===== src/ldacc_pkg.sv =====
// Shared types and constants of the labelled dose accumulator.
`timescale 1ns / 1ps
package ldacc_pkg;

   localparam int LABEL_W = 6;
   localparam int CNT_W   = 32;
   localparam int WIDE_W  = 64;
   localparam int DATA_W  = 32;
   localparam int LIMIT_W = 7;

   localparam logic REG_VOXEL_VOLUME = 1'b0;
   localparam logic REG_ORGAN_COUNT  = 1'b1;

   typedef struct packed {
      logic [LABEL_W-1:0] label;
      logic               hit;
      logic               last;
      logic [WIDE_W-1:0]  energy;
      logic [DATA_W-1:0]  density;
   } item_type;

   typedef struct packed {
      logic [CNT_W-1:0]  count;
      logic [WIDE_W-1:0] energy;
      logic [WIDE_W-1:0] density;
   } bin_type;

   typedef struct packed {
      logic [LABEL_W-1:0] label;
      logic [CNT_W-1:0]   count;
      logic [WIDE_W-1:0]  volume;
      logic [WIDE_W-1:0]  mass;
      logic [DATA_W-1:0]  mean;
      logic               last;
   } row_type;

endpackage


===== src/ldacc_front.sv =====
// Front end: accept voxels, classify labels and form dose times density.
`timescale 1ns / 1ps
module ldacc_front (
   input  logic                         clock,
   input  logic                         reset,
   input  logic                         req_push,
   output logic                         req_full,
   input  logic [7:0]                   req_organ_label,
   input  logic [ldacc_pkg::DATA_W-1:0] req_dose,
   input  logic [ldacc_pkg::DATA_W-1:0] req_density,
   input  logic                         req_last_voxel,
   input  logic [ldacc_pkg::LIMIT_W-1:0] limit,
   output logic                         q_push,
   output ldacc_pkg::item_type          q_item,
   input  logic                         q_full
);
   import ldacc_pkg::*;

   logic     s1_valid_ff, s1_valid_in;
   item_type s1_item_ff, s1_item_in;
   logic     accept;

   assign req_full = s1_valid_ff && q_full;
   assign accept   = req_push && !req_full;
   assign q_push   = s1_valid_ff && !q_full;
   assign q_item   = s1_item_ff;

   always_comb begin
      s1_valid_in = accept || (s1_valid_ff && q_full);
      s1_item_in  = s1_item_ff;
      if (accept) begin
         s1_item_in.label   = req_organ_label[LABEL_W-1:0];
         s1_item_in.hit     = req_organ_label < {1'b0, limit};
         s1_item_in.last    = req_last_voxel;
         s1_item_in.energy  = WIDE_W'(req_dose) * WIDE_W'(req_density);
         s1_item_in.density = req_density;
      end
   end

   always_ff @(posedge clock) begin
      if (reset) begin
         s1_valid_ff <= 1'b0;
      end else begin
         s1_valid_ff <= s1_valid_in;
      end
      s1_item_ff <= s1_item_in;
   end
endmodule


===== config.mk =====
export PLATFORM = sky130hd
export DESIGN_NAME = ldacc_front
export DESIGN_NICKNAME = d
export VERILOG_FILES = /design/src/ldacc_pkg.sv /design/src/ldacc_front.sv
export SDC_FILE = /design/constraint.sdc
export NUM_CORES = 2
export LEC_CHECK = 0
export BUFFER_PORTS_ARGS = -buffer_cell sky130_fd_sc_hd__buf_2
export CAP_MARGIN = 5
export CORE_MARGIN = 2
export CORE_UTILIZATION = 50
export DETAILED_ROUTE_END_ITERATION = 6
export PLACE_DENSITY_LB_ADDON = 0.08
export SLEW_MARGIN = 20
export SYNTH_ARGS = -nofsm -noshare
export SYNTH_HDL_FRONTEND = slang
export SYNTH_SLANG_ARGS = --single-unit
export TNS_END_PERCENT = 1

===== constraint.sdc =====
create_clock -name clock -period 13.4 [get_ports clock]
set_input_delay 2.68 -clock clock [delete_from_list [all_inputs] [get_ports clock]]
set_output_delay 2.68 -clock clock [all_outputs]
set_load 0.005 [all_outputs]

==> impl_summary.md <==
Die
The initial core utilization is 0.504. The height of the die is 275 µm. In this run the count of I/O pins placed on the die edge is 190. The die covers 75,500 µm².

The die is 275 µm wide. Row generation in the floorplan step produced 99 rows. The region available for standard cell placement spans 72,700 µm².

Detailed routing
Once detail routing completed, the nets flagged for antenna violations numbered 0. The via density per instance is 5.30. The final routed DRC violation total is 0. The count of TritonRoute iterations in the first routing pass is 5. The DRC violation total after the first TritonRoute iteration is 1,190.

The via count is 25,451. The post-detailed-route wirelength per cell is 21.5 µm. Wires add up to 103,000 µm.

Flow run
The tool flagged a number of max-cap violations equal to 0.

CTS
The buffers inserted during post-CTS setup optimization is 0. The clock latency reported for the late side of the worst-skew pair is 0.43 ns. The clock net in this run drives a total of 105 sinks. Once the clock tree was built, the resizer swapped 0 gates to a different size.

The depth of the CTS H-tree is 3. The master cell of the clock root buffer is sky130_fd_sc_hd__clkbuf_16. Clock-pin slew was measured on the worst setup and hold paths at 0.09 ns. The largest buffer count on any clock path is 2.

Counting the buffers created by CTS gives 9. The clock tree from TritonCTS is done. The number of hold buffers added after CTS is 0.

Finish
The area taken by flip-flops and latches is 3140 µm². The area of the multi-input gates is 29,400 µm². The layout overhead on the synthesized area is 4.87%.

The share of cells above drive strength 1 is 0.0612. The number of inserted filler cells in the final layout is 6,864. In the final design database the tool counted 5,087 nets.

Timing
Setup repair after global routing left no endpoint under its margin. For this run, the top clock speed supported by timing is 97.7 MHz. The final-report hold violation count is 0.

For the final database, setup skew stands at 0.0285 ns. The shortest period the worst path allows is 10.23 ns. The count of final setup violators is 0. The total count of max-transition violations in the final report is 0. The total negative setup slack is 0 ns.

At the pin with the least slew margin, the transition time is 0.900 ns. The relative slew slack is 0.400. The ratio of final minimum period to clock period is 0.764.

Synth
Yosys printed 0 warnings. The number of nets in the synthesized netlist is 5,082. The sequential cell area fraction in the yosys report is 0.0858.

In this run, distinct cell masters in the synthesized netlist total 62. The cell area after synthesis is 36,600 µm². The dominant synthesized flop cell is sky130_fd_sc_hd__edfxtp_1.

Yosys mapped a number of flops with a built-in enable equal to 104. Counting flops with an async set or reset pin after synthesis yields a share of 0. The post-synthesis area per instance is 9.56 µm². In this run, synthesis produced a sequential element count of 105. After technology mapping, the gate count stands at 3,833.

Worst setup path
The sort of element at the start of the critical path is an input pin. The worst path arrival time is 10.38 ns. The kind of end point of the critical path is a register. In this run the worst path has a maximum fanout of 32. The worst reg-to-reg setup slack is 10.99 ns. The start-to-end type of the worst setup path is in -> reg. At the worst endpoint, the required time is 13.54 ns.

Status
The flow ran to the end, and the final reports show no timing, DRC or antenna violations.

Global route
The final global-route overflow total is 0. The global router's overall resource usage is 0.287. The via count of the first global-routing pass was 28,046. The first global-routing pass estimated 162,000 µm of wire. The number of antenna violations at the first check in global routing is 3. The maximum number of pins on one net before global-route repair is 61.

Place
The final HPWL from detailed placement is 80,800 µm. The congestion estimate from routability-driven global placement came to 0.878. The port buffer count is 189.

Min path
The min-delay analysis places its worst path in the category reg -> reg.
==> cells in the final DEF, fill, tap and decap left out, types with 9 or more instances in the layout <==
cell	count
sky130_fd_sc_hd__nor2_1	27
sky130_fd_sc_hd__buf_4	18
sky130_fd_sc_hd__a21oi_1	73
sky130_fd_sc_hd__inv_1	891
sky130_fd_sc_hd__a211oi_1	10
sky130_fd_sc_hd__a21o_1	27
sky130_fd_sc_hd__o21ai_1	11
sky130_fd_sc_hd__edfxtp_1	104
sky130_fd_sc_hd__nand4_1	14
sky130_fd_sc_hd__xor2_1	24
sky130_fd_sc_hd__o21ai_0	27
sky130_fd_sc_hd__xnor2_1	38
sky130_fd_sc_hd__and2_1	581
sky130_fd_sc_hd__a31oi_1	9
sky130_fd_sc_hd__fa_1	896
sky130_fd_sc_hd__nor2b_1	10
sky130_fd_sc_hd__nand2_1	491
sky130_fd_sc_hd__ha_1	269
sky130_fd_sc_hd__clkbuf_16	9
sky130_fd_sc_hd__o21bai_1	20
sky130_fd_sc_hd__buf_2	189
sky130_fd_sc_hd__nand3_1	16
==> sequential cells by signal, summed over array words and instances (netlist names) <==
register,count
s1_valid_ff,1
q_item,104
==> through the flow <==
step | cells | hold WS [ns] | util | cell area (µm²) | worst slack, ns
CTS | 4802 | 0.665 | 0.529 | 38400 | 3.16
detailed placement | 4786 | 0.653 | 0.524 | 38100 | 2.74
floorplan | 3833 | 0.591 | - | 36600 | 3.94
global placement | 4786 | 0.652 | 0.524 | 38100 | 2.84
global route | 4802 | 0.711 | 0.529 | 38400 | 2.77
finish | 4803 | 0.665 | 0.529 | 38400 | 3.17
==> worst max-delay path, stage by stage <==
cell                        delay, ns
sky130_fd_sc_hd__buf_2           0.58
sky130_fd_sc_hd__nand2_1         0.17
sky130_fd_sc_hd__fa_1            0.56
sky130_fd_sc_hd__inv_1           0.05
sky130_fd_sc_hd__fa_1            0.54
sky130_fd_sc_hd__inv_1           0.06
sky130_fd_sc_hd__fa_1            0.53
sky130_fd_sc_hd__inv_1           0.05
sky130_fd_sc_hd__fa_1            0.48
sky130_fd_sc_hd__fa_1            0.64
sky130_fd_sc_hd__fa_1            0.45
sky130_fd_sc_hd__fa_1            0.52
sky130_fd_sc_hd__fa_1            0.42
sky130_fd_sc_hd__ha_1            0.41
sky130_fd_sc_hd__nand4_1         0.14
sky130_fd_sc_hd__nor4_1          0.38
sky130_fd_sc_hd__o2111ai_1       0.18
sky130_fd_sc_hd__nand3_1         0.30
sky130_fd_sc_hd__o21bai_1        0.18
sky130_fd_sc_hd__o21bai_1        0.44
sky130_fd_sc_hd__a211oi_1        0.18
sky130_fd_sc_hd__a211oi_1        0.28
sky130_fd_sc_hd__xor2_1          0.11
==> cell usage after synthesis, types with 14 or more instances <==
master	number	area, µm²
sky130_fd_sc_hd__and2_1	581	3630
sky130_fd_sc_hd__a21o_1	27	203
sky130_fd_sc_hd__inv_1	891	3340
sky130_fd_sc_hd__o21bai_1	20	150
sky130_fd_sc_hd__xnor2_1	38	333
sky130_fd_sc_hd__ha_1	269	3370
sky130_fd_sc_hd__fa_1	896	17900
sky130_fd_sc_hd__a21oi_1	73	365
sky130_fd_sc_hd__edfxtp_1	104	3120
sky130_fd_sc_hd__nor2_1	27	101
sky130_fd_sc_hd__nand3_1	16	80.1
sky130_fd_sc_hd__clkbuf_1	210	788
sky130_fd_sc_hd__o21ai_0	27	135
sky130_fd_sc_hd__nand2_1	491	1840
sky130_fd_sc_hd__nand4_1	14	87.6
sky130_fd_sc_hd__xor2_1	24	210
==> cell type report <==
| type | count | share of cell area |
|---|---|---|
| repair buffers | 207 | 0.0281 |
| multi-input cells | 2622 | 0.764 |
| well taps | 959 | 0.0312 |
| inverters | 893 | 0.0872 |
| clock inverters | 7 | 0.00182 |
| clock buffers | 9 | 0.00586 |
| diodes | 1 | 0.0000651 |
| flip-flops and latches | 105 | 0.0818 |
==> cells by family after synthesis <==
logic type | Yosys count | synth area share
AND/OR/NAND/NOR | 1173 | 0.165
adder cells (fa/ha/maj) | 1165 | 0.581
buffers and inverters | 1106 | 0.113
AO/OA/AOI/OAI | 222 | 0.0398
XOR/XNOR | 62 | 0.0148
flip-flops | 105 | 0.0858
==> routing by layer <==
layer	global-route usage	up-vias	part of all wire
met5	0	-	0.00013
met3	0.0239	190	0.031
met4	0.140	2	0.055
met2	0.529	624	0.54
li1	-	11181	-
met1	0.336	13454	0.37
==> worst paths after layout <==
check / from / end / depth (start not counted)
worst max-delay path: req_dose[18] / q_item[81] / 23
worst min-delay path: s1_valid_ff / s1_valid_ff / 3
worst max register to register: s1_valid_ff / q_item[46] / 4
worst min register to register: s1_valid_ff / s1_valid_ff / 3
Power is not shown: default switching activity piles up to over one toggle a cycle in this logic, so the estimate is an artifact.
