### config.mk
export PLATFORM = sky130hd
export DESIGN_NAME = ldacc_queue
export DESIGN_NICKNAME = d
export VERILOG_FILES = /design/src/ldacc_pkg.sv /design/src/ldacc_queue.sv
export SDC_FILE = /design/constraint.sdc
export NUM_CORES = 1
export LEC_CHECK = 0
export BUFFER_PORTS_ARGS = -buffer_cell sky130_fd_sc_hd__buf_2
export CAP_MARGIN = 0
export CORE_AREA = 5 5 182 184
export DETAILED_ROUTE_END_ITERATION = 10
export DIE_AREA = 0 0 187 189
export HOLD_SLACK_MARGIN = 0.06
export MAX_ROUTING_LAYER = met4
export PLACE_DENSITY = 0.7
export REMOVE_ABC_BUFFERS = 1
export SLEW_MARGIN = 20
export SYNTH_ARGS = -nofsm -noshare
export SYNTH_HDL_FRONTEND = slang
export SYNTH_SLANG_ARGS = --single-unit
### constraint.sdc
create_clock -name clock -period 26.1 [get_ports clock]
set_clock_uncertainty 0.2 [all_clocks]
set_input_delay 3.915 -clock clock [delete_from_list [all_inputs] [get_ports clock]]
set_output_delay 3.915 -clock clock [all_outputs]
set_load 0.02 [all_outputs]
### src/ldacc_pkg.sv
// Shared types and constants of the labelled dose accumulator.
`timescale 1ns / 1ps
package ldacc_pkg;

   localparam int LABEL_W = 6;
   localparam int CNT_W   = 32;
   localparam int WIDE_W  = 64;
   localparam int DATA_W  = 32;
   localparam int LIMIT_W = 7;

   localparam logic REG_VOXEL_VOLUME = 1'b0;
   localparam logic REG_ORGAN_COUNT  = 1'b1;

   typedef struct packed {
      logic [LABEL_W-1:0] label;
      logic               hit;
      logic               last;
      logic [WIDE_W-1:0]  energy;
      logic [DATA_W-1:0]  density;
   } item_type;

   typedef struct packed {
      logic [CNT_W-1:0]  count;
      logic [WIDE_W-1:0] energy;
      logic [WIDE_W-1:0] density;
   } bin_type;

   typedef struct packed {
      logic [LABEL_W-1:0] label;
      logic [CNT_W-1:0]   count;
      logic [WIDE_W-1:0]  volume;
      logic [WIDE_W-1:0]  mass;
      logic [DATA_W-1:0]  mean;
      logic               last;
   } row_type;

endpackage

### src/ldacc_queue.sv
// Short queue of classified voxels between front and back.
`timescale 1ns / 1ps
module ldacc_queue #(
   parameter int DEPTH = 4
) (
   input  logic                clock,
   input  logic                reset,
   input  logic                push,
   input  ldacc_pkg::item_type push_item,
   output logic                full,
   input  logic                pop,
   output ldacc_pkg::item_type pop_item,
   output logic                empty
);
   import ldacc_pkg::*;

   localparam int AW = $clog2(DEPTH);

   item_type       slot_ff [DEPTH];
   logic [AW:0]    wr_ff, wr_in;
   logic [AW:0]    rd_ff, rd_in;

   assign empty    = (wr_ff == rd_ff);
   assign full     = (wr_ff[AW-1:0] == rd_ff[AW-1:0]) && (wr_ff[AW] != rd_ff[AW]);
   assign pop_item = slot_ff[rd_ff[AW-1:0]];
   assign wr_in    = wr_ff + (AW+1)'(push && !full);
   assign rd_in    = rd_ff + (AW+1)'(pop && !empty);

   always_ff @(posedge clock) begin
      if (reset) begin
         wr_ff <= '0;
         rd_ff <= '0;
      end else begin
         wr_ff <= wr_in;
         rd_ff <= rd_in;
      end
      if (push && !full) begin
         slot_ff[wr_ff[AW-1:0]] <= push_item;
      end
   end
endmodule

==> flow_metrics.py, run 1 <==
metrics = {
    "outcome": {
        "status": "finished, final reports clean",
    },
    "clock_network": {
        "root_buffer": "clkbuf_16",
        "clk-insertion-delay-late_ns": 0.52,
        "cts_tree": "done",
        "hold_buffers": 0,
        "cts_inserted_buffers": 42,
        "clk_pin_slew_worst_paths_ns": 0.06,
        "cts_buffer_depth": 3,
        "htreeDepth": 2,
        "cts-resized-gates": 0,
        "clkSinkCount": 422,
        "postCtsSetupBuffers": 0,
    },
    "floorplanning": {
        "io_pins": 214,
        "start_util": 0.491,
        "die_h_um": 189,
        "core-area_mm2": 0.0312,
        "die-area_mm2": 0.0353,
        "die_x_um": 187,
        "rows": 65,
    },
    "place": {
        "io_buffers": 213,
        "post-place-ws_ns": 18.67,
        "hpwl_mm": 16.4,
        "place_congestion": 0.694,
        "place_area_mm2": 0.0169,
    },
    "sta": {
        "min_period_ns": 7.59,
        "finalWorstSetupSlack_ns": 18.51,
        "max_slew_margin": 0.281,
        "fin_crit_sh": 0.291,
        "max_freq_mhz": 132,
        "hold_violations": 0,
        "rsz0062_at_grt": "no",
        "tightest_slew_ns": 1.08,
        "setup_viol": 0,
        "drv_slew": 0,
        "timing.setup.tns_ns": 0,
        "fin_hold_ws_ns": 0.341,
    },
    "grt": {
        "overflow": 0,
        "grt_pass1_vias": 7296,
        "grt_use_total": 0.164,
        "grt_start_max_net_pins": 68,
        "grt_antenna_before_repair": 8,
        "grt_pass1_wl_mm": 43.4,
    },
    "logic_synthesis": {
        "async_flop_share": 0,
        "synth_top_cell_by_area": "edfxtp_1",
        "ys_types": 23,
        "synth_top_area_share": 0.814,
        "synthTopCellsByArea": "edfxtp_1, mux4_2, dfxtp_1",
        "avgSynthCellArea_um2": 26.5,
        "yosys_register_bits": 422,
        "synthFlopType": "edfxtp_1",
        "yosys_warnings": 0,
        "synthCells": 580,
        "synth_edf_count": 416,
        "seq_area_frac_synth": 0.822,
        "synthesis.area_mm2": 0.0153,
    },
    "worst_setup_path": {
        "worstSetupPathType": "reg -> out",
        "cp.required_ns": 21.98,
        "worst_setup_path_end_kind": "output port",
        "critPathLaunchType": "flip-flop",
        "crit_path_max_fanout": 48,
        "critPathArrivalTime_ns": 3.47,
    },
    "detailed_routing": {
        "drc": 0,
        "wl_per_cell_um": 22.3,
        "first_iter_violations": 436,
        "dr.pass1.iters": 6,
        "drtAntennaViolNets": 0,
        "vias": 6804,
        "via_per_inst": 5.39,
        "wl_mm": 28.2,
    },
    "pwr": {
        "ir_drop_v": 0.0000604,
        "power_density_mw_per_mm2": 88.5,
        "leakage_nw": 6.03,
    },
    "flow_run": {
        "drv_cap": 0,
    },
    "cells_and_area": {
        "area.growth.synth_to_final_pct": 18.5,
        "final_cell_mix": "edfxtp_1, buf_2, mux4_2",
        "layout-drive-gt1-share": 0.454,
        "fin_area_mm2": 0.0182,
        "mostFrequentLayoutCell": "edfxtp_1",
        "fin_nets": 936,
    },
    "min_path": {
        "min_path_type": "reg -> reg",
    },
}
-- synth_stat cells, types with 2 or more instances --
cell      count
edfxtp_1    416
mux4_2      104
ha_1          4
xor2_1        3
xnor2_1       4
nor2_1        2
buf_4         2
dfxtp_1       6
buf_2        13
clkbuf_1      3
a31oi_1       4
buf_6         5
nor2b_1       4
-- routing by layer --
metal / GRT usage / up-vias / part of all wire
met5: - / - / 0
met4: 0.0338 / 0 / 0.015
met3: 0.0581 / 35 / 0.081
met2: 0.253 / 211 / 0.48
met1: 0.217 / 3536 / 0.42
li1: - / 3022 / -
-- registers in the layout (all words and copies together), names as in the netlist --
signal,count
slot_ff,416
wr_ff,3
rd_ff,3
-- final timing paths --
path                                   end  slack, ns                 from  cells after the start
setup reg to reg  slot_ff[2][52]$_DFFE_PP_      23.01  rd_ff[1]$_SDFF_PP0_                      3
hold reg to reg        rd_ff[2]$_SDFF_PP0_       0.34  rd_ff[2]$_SDFF_PP0_                      2
hold / removal         rd_ff[2]$_SDFF_PP0_       0.34  rd_ff[2]$_SDFF_PP0_                      2
setup / recovery              pop_item[53]      18.51  rd_ff[0]$_SDFF_PP0_                      4
-- report_power, final --
| part | total, mW | internal (mW) | leakage (nW) | switching [mW] |
|---|---|---|---|---|
| combinational | 0.262 | 0.111 | 1.56 | 0.151 |
| sequential | 0.798 | 0.782 | 3.87 | 0.0166 |
| clock | 0.550 | 0.321 | 0.607 | 0.228 |
-- cell families (layout without fill, tap and decap cells) --
| group | Yosys count | in the layout | synth area share |
|---|---|---|---|
| compound gates | 6 | 6 | 0.00277 |
| xor+xnor | 7 | 7 | 0.00400 |
| fa+ha+maj | 4 | 4 | 0.00326 |
| buf+inv | 25 | 298 | 0.0108 |
| flops | 422 | 422 | 0.822 |
| mux | 104 | 104 | 0.153 |
| other cells | 0 | 8 | 0 |
| simple gates | 12 | 12 | 0.00448 |
-- critical path: stages (launching register included) --
cell     delay (ns)
dfxtp_4        0.69
buf_4          0.66
buf_6          0.61
mux4_2         0.64
buf_2          0.19
-- through the flow --
step,power (mW),std cells,utilization
CTS,1.63,1255,0.582
finish,1.61,1263,0.582
global route,1.68,1263,0.582
detailed placement,1.08,1182,0.541
floorplan,1.00,556,-
global placement,1.08,1182,0.541
-- final cells by class --
| cell class | count | area, µm² |
|---|---|---|
| flip-flops and latches | 422 | 12600 |
| well taps | 402 | 503 |
| repair buffers | 224 | 1150 |
| fillers | 2293 | 13000 |
| clock inverters | 17 | 134 |
| clock buffers | 56 | 1120 |
| multi-input cells | 133 | 2630 |
| inverters | 1 | 3.75 |
| diodes | 8 | 20.0 |
No activity file was read; power rests on OpenSTA's default activity.
==> run 2: changes to the inputs <==
--- a/config.mk
+++ b/config.mk
@@ -12,7 +12,7 @@
 export DIE_AREA = 0 0 187 189
 export HOLD_SLACK_MARGIN = 0.06
 export MAX_ROUTING_LAYER = met4
-export PLACE_DENSITY = 0.7
+export PLACE_DENSITY = 0.73
 export REMOVE_ABC_BUFFERS = 1
 export SLEW_MARGIN = 20
 export SYNTH_ARGS = -nofsm -noshare
==> constraint.sdc (replaced) <==
create_clock -name clock -period 6.1 [get_ports clock]
set_clock_uncertainty 0.2 [all_clocks]
set_input_delay 0.915 -clock clock [delete_from_list [all_inputs] [get_ports clock]]
set_output_delay 0.915 -clock clock [all_outputs]
set_load 0.02 [all_outputs]
==> flow_metrics.py, run 2 (synthesized netlist as in run 1, its figures left out) <==
metrics = {
    "outcome": {
        "status": "finished, final reports clean",
    },
    "flow_run": {
        "drv_cap": 0,
    },
    "grt": {
        "grtUsageMet2": 0.266,
        "grtUsageMet3": 0.0452,
        "grt_start_max_net_pins": 68,
        "grt.busiest_layer": "met2",
        "grt_pass1_wl_mm": 44.0,
        "overflow": 0,
        "use_met1": 0.217,
        "grt_pass1_vias": 7537,
        "grt_use_total": 0.165,
        "grt_antenna_before_repair": 6,
    },
    "detailed_routing": {
        "wl_mm": 28.3,
        "drc": 0,
        "vias": 6852,
        "drtAntennaViolNets": 0,
        "via_per_inst": 5.41,
        "dr.pass1.iters": 4,
        "first_iter_violations": 303,
        "wl_per_cell_um": 22.3,
    },
    "cells_and_area": {
        "area.growth.synth_to_final_pct": 19.1,
        "layout-drive-gt1-share": 0.456,
        "largest_reg_flops": 416,
        "fin_nets": 938,
        "final_cell_mix": "edfxtp_1, buf_2, mux4_2",
        "mostFrequentLayoutCell": "edfxtp_1",
        "instances_no_fill": 1267,
        "fin_area_mm2": 0.0183,
    },
    "pwr": {
        "p_int_mw": 5.23,
        "p_comb_frac": 0.158,
        "power_density_mw_per_mm2": 381,
        "leakage_nw": 6.08,
        "swShare": 0.249,
        "pwr-share-clk": 0.349,
        "power_frac_seq": 0.493,
        "power_switching_mw": 1.73,
        "p_total_mw": 6.97,
        "ir_drop_v": 0.000246,
    },
    "worst_setup_path": {
        "crit_start": "rd_ff[1]$_SDFF_PP0_",
        "crit_path_max_fanout": 66,
        "cp_slowest_cell": "dfxtp_4",
        "cp_top_family": "flip-flops",
        "critPathArrivalTime_ns": 2.85,
        "worst_setup_path_end_kind": "output port",
        "worstSetupPathType": "reg -> out",
        "path_buf_inv": 2,
        "critPathLaunchType": "flip-flop",
        "worstPathCellList": "buf_4 > mux4_2 > buf_2",
        "cp.required_ns": 4.98,
        "reg2reg_from": "rd_ff[1]$_SDFF_PP0_",
        "slowest_delay_ns": 1.02,
    },
    "clock_network": {
        "cts-resized-gates": 0,
        "root_buffer": "clkbuf_16",
        "hold_buffers": 0,
        "htreeDepth": 2,
        "clk-insertion-delay-late_ns": 0.53,
        "clk_pin_slew_worst_paths_ns": 0.06,
        "postCtsSetupBuffers": 0,
        "clkSinkCount": 422,
        "cts_inserted_buffers": 43,
        "cts_tree": "done",
        "cts_buffer_depth": 3,
    },
    "floorplanning": {
        "rows": 65,
        "core-area_mm2": 0.0312,
        "start_util": 0.491,
        "die_h_um": 189,
        "die_x_um": 187,
        "die-area_mm2": 0.0353,
        "io_pins": 214,
    },
    "place": {
        "placed_cells": 1183,
        "place_congestion": 0.713,
        "place_area_mm2": 0.0169,
        "io_buffers": 213,
        "hpwl_mm": 16.9,
    },
    "sta": {
        "rsz0062_at_grt": "no",
        "timing.setup.tns_ns": 0,
        "tightest_slew_ns": 1.02,
        "min_period_ns": 3.97,
        "max_slew_margin": 0.317,
        "hold_violations": 0,
        "drv_slew": 0,
        "setup_viol": 0,
        "fin_crit_sh": 0.650,
        "max_freq_mhz": 252,
    },
    "min_path": {
        "min_path_type": "reg -> reg",
        "holdCritStartpoint": "wr_ff[2]$_SDFF_PP0_",
    },
}
-- run 2: cell count changes in the layout (fill, tap and decap cells not counted), sizes merged --
| cell | previous run | this run |
|---|---|---|
| clkinvlp | 2 | 1 |
| clkbuf | 56 | 57 |
| diode | 8 | 7 |
| buf | 224 | 225 |
| clkinv | 12 | 16 |
-- run 2: worst reg2reg max path, stage by stage (launching register included) --
cell	delay, ns
dfxtp_4	1.02
xnor2_1	0.54
a311oi_4	0.39
buf_4	0.37
buf_4	0.66
-- run 2: power groups by stage --
stage	clock (mW)	sequential (mW)	combinational, mW
4_1_cts	2.49	3.44	1.13
2_1_floorplan	0	3.56	0.721
3_3_place_gp	0	3.50	1.11
6_report	2.43	3.44	1.10
3_5_place_dp	0	3.50	1.12
5_1_grt	2.63	3.46	1.17
-- run 2: worst paths after layout --
| path | endpoint | slack (ns) | depth (start not counted) |
|---|---|---|---|
| worst max-delay path | pop_item[60] | 2.13 | 3 |
| worst min-delay path | wr_ff[2]$_SDFF_PP0_ | 0.35 | 2 |
| worst max register to register | slot_ff[2][30]$_DFFE_PP_ | 2.46 | 4 |
| worst min register to register | wr_ff[2]$_SDFF_PP0_ | 0.35 | 2 |
-- run 2: per-stage QoR --
stage | setup WS [ns] | hold slack [ns] | utilization
final | 2.13 | 0.348 | 0.585
after global routing | 1.88 | 0.362 | 0.585
after CTS | 2.03 | 0.352 | 0.585
after detailed placement | 2.41 | 0.336 | 0.543
after global placement | 2.43 | 0.318 | 0.543
after floorplan | -7.93 | 0.302 | -
-- run 2: layout make-up --
cell class | instances | area (µm²)
Fill cell | 2253 | 13000
Sequential cell | 422 | 12600
Multi-Input combinational cell | 133 | 2630
Timing Repair Buffer | 225 | 1190
Clock buffer | 57 | 1150
Tap cell | 402 | 503
Clock inverter | 20 | 164
Antenna cell | 7 | 17.5
Inverter | 1 | 3.75
-- run 2: routing by layer --
layer,part of all wire,up-vias
met2,0.50,189
met4,0.013,0
met1,0.43,3596
li1,-,3033
met3,0.064,34
met5,0,-
==> run 3: changes to the inputs <==
==> constraint.sdc (replaced) <==
create_clock -name clock -period 3.5 [get_ports clock]
set_clock_uncertainty 0.2 [all_clocks]
set_input_delay 0.525 -clock clock [delete_from_list [all_inputs] [get_ports clock]]
set_output_delay 0.525 -clock clock [all_outputs]
set_load 0.02 [all_outputs]
==> flow_metrics.py, run 3 (synthesized netlist as in run 1, its figures left out) <==
metrics = {
    "floorplanning": {
        "io_pins": 214,
        "die_h_um": 189,
        "start_util": 0.491,
        "core-area_mm2": 0.0312,
        "rows": 65,
        "die_x_um": 187,
        "die-area_mm2": 0.0353,
    },
    "sta": {
        "fin_crit_sh": 0.871,
        "hold_violations": 0,
        "timing.setup.tns_ns": 0,
        "rsz0062_at_grt": "no",
        "tightest_slew_ns": 0.979,
        "max_slew_margin": 0.342,
        "drv_slew": 0,
        "setup_viol": 0,
        "min_period_ns": 3.05,
        "max_freq_mhz": 328,
    },
    "clock_network": {
        "root_buffer": "clkbuf_16",
        "clk_pin_slew_worst_paths_ns": 0.06,
        "clkSinkCount": 422,
        "hold_buffers": 105,
        "cts-resized-gates": 0,
        "cts_inserted_buffers": 42,
        "postCtsSetupBuffers": 0,
        "htreeDepth": 2,
        "cts_buffer_depth": 3,
        "cts_tree": "done",
        "clk-insertion-delay-late_ns": 0.52,
    },
    "detailed_routing": {
        "first_iter_violations": 336,
        "vias": 7289,
        "drc": 0,
        "wl_mm": 29.1,
        "dr.pass1.iters": 4,
        "via_per_inst": 5.33,
        "drtAntennaViolNets": 0,
        "wl_per_cell_um": 21.3,
    },
    "pwr": {
        "power_switching_mw": 3.01,
        "ir_drop_v": 0.000468,
        "power_density_mw_per_mm2": 641,
        "p_int_mw": 9.44,
        "leakage_nw": 6.56,
        "swShare": 0.242,
        "p_comb_frac": 0.169,
        "pwr-share-clk": 0.356,
        "power_frac_seq": 0.475,
    },
    "grt": {
        "grt_start_max_net_pins": 107,
        "grt_pass1_wl_mm": 46.1,
        "overflow": 0,
        "grt_pass1_vias": 8108,
        "grt_antenna_before_repair": 3,
        "grt_use_total": 0.172,
    },
    "cells_and_area": {
        "layout-drive-gt1-share": 0.407,
        "final_cell_mix": "edfxtp_1, buf_2, dlygate4sd3_1",
        "fin_area_mm2": 0.0194,
        "fin_nets": 1043,
        "area.growth.synth_to_final_pct": 26.7,
        "mostFrequentLayoutCell": "edfxtp_1",
        "largest_reg_flops": 416,
    },
    "place": {
        "place_congestion": 0.710,
        "io_buffers": 213,
        "place_area_mm2": 0.0170,
        "hpwl_mm": 16.5,
    },
    "outcome": {
        "status": "finished, final reports clean",
    },
    "flow_run": {
        "drv_cap": 0,
    },
    "worst_setup_path": {
        "worstSetupPathType": "reg -> out",
        "worstPathCellList": "buf_12 > mux4_2 > buf_2",
        "worst_setup_path_end_kind": "output port",
        "cp.required_ns": 2.77,
        "critPathArrivalTime_ns": 2.32,
        "cp_slowest_cell": "dfxtp_4",
        "critPathLaunchType": "flip-flop",
        "crit_path_max_fanout": 45,
        "slowest_delay_ns": 0.60,
        "cp_top_family": "flip-flops",
        "path_buf_inv": 2,
    },
    "min_path": {
        "min_path_type": "in -> reg",
    },
}
run 3: layout make-up:
class	instances	area, µm²
flip-flops and latches	422	12600
repair buffers	331	2300
clock inverters	25	277
multi-input cells	133	2630
fillers	2120	11800
inverters	1	3.75
clock buffers	50	1100
diodes	3	7.51
well taps	402	503
run 3: path summary, 6_finish.rpt:
path                            start                        end  slack (ns)  cells past startpoint
setup / recovery  rd_ff[0]$_SDFF_PP0_               pop_item[67]        0.45                      3
hold / removal                    pop        rd_ff[0]$_SDFF_PP0_        0.28                      4
setup reg to reg  rd_ff[0]$_SDFF_PP0_  slot_ff[3][102]$_DFFE_PP_        0.90                      3
hold reg to reg   rd_ff[2]$_SDFF_PP0_        rd_ff[2]$_SDFF_PP0_        0.35                      2
run 3: power groups by stage:
stage / Combinational [mW] / Clock [mW] / Sequential [mW]
3_3_place_gp: 2.04 / 0 / 6.01
4_1_cts: 2.16 / 4.55 / 5.92
6_report: 2.11 / 4.43 / 5.92
5_1_grt: 2.26 / 4.79 / 5.94
3_5_place_dp: 2.06 / 0 / 6.03
2_1_floorplan: 1.26 / 0 / 6.21
run 3: worst register-to-register path: cells and delay by family, from the launching register on:
kind	cells	cell delay [ns]
DFF	1	0.60
AOI/OAI and AO/OA	1	0.28
xor gates and xnor gates	1	0.38
buffers and inverters	1	0.72
run 3: layer usage:
| layer | GRT usage | wire [µm] |
|---|---|---|
| met2 | 0.285 | 14600 |
| met5 | - | 0 |
| met4 | 0.0427 | 624 |
| met3 | 0.0376 | 1680 |
| met1 | 0.222 | 12200 |
run 3: metrics by stage:
stage / setup slack (ns) / util / cells / hold WS (ns) / total power [mW]
detailed placement: 0.861 / 0.545 / 1184 / 0.335 / 8.08
floorplan: -10.53 / - / 556 / 0.302 / 7.47
finish: 0.451 / 0.623 / 1367 / 0.277 / 12.5
CTS: 0.359 / 0.622 / 1364 / 0.250 / 12.6
global route: 0.268 / 0.623 / 1367 / 0.280 / 13.0
global placement: 0.889 / 0.545 / 1184 / 0.320 / 8.05
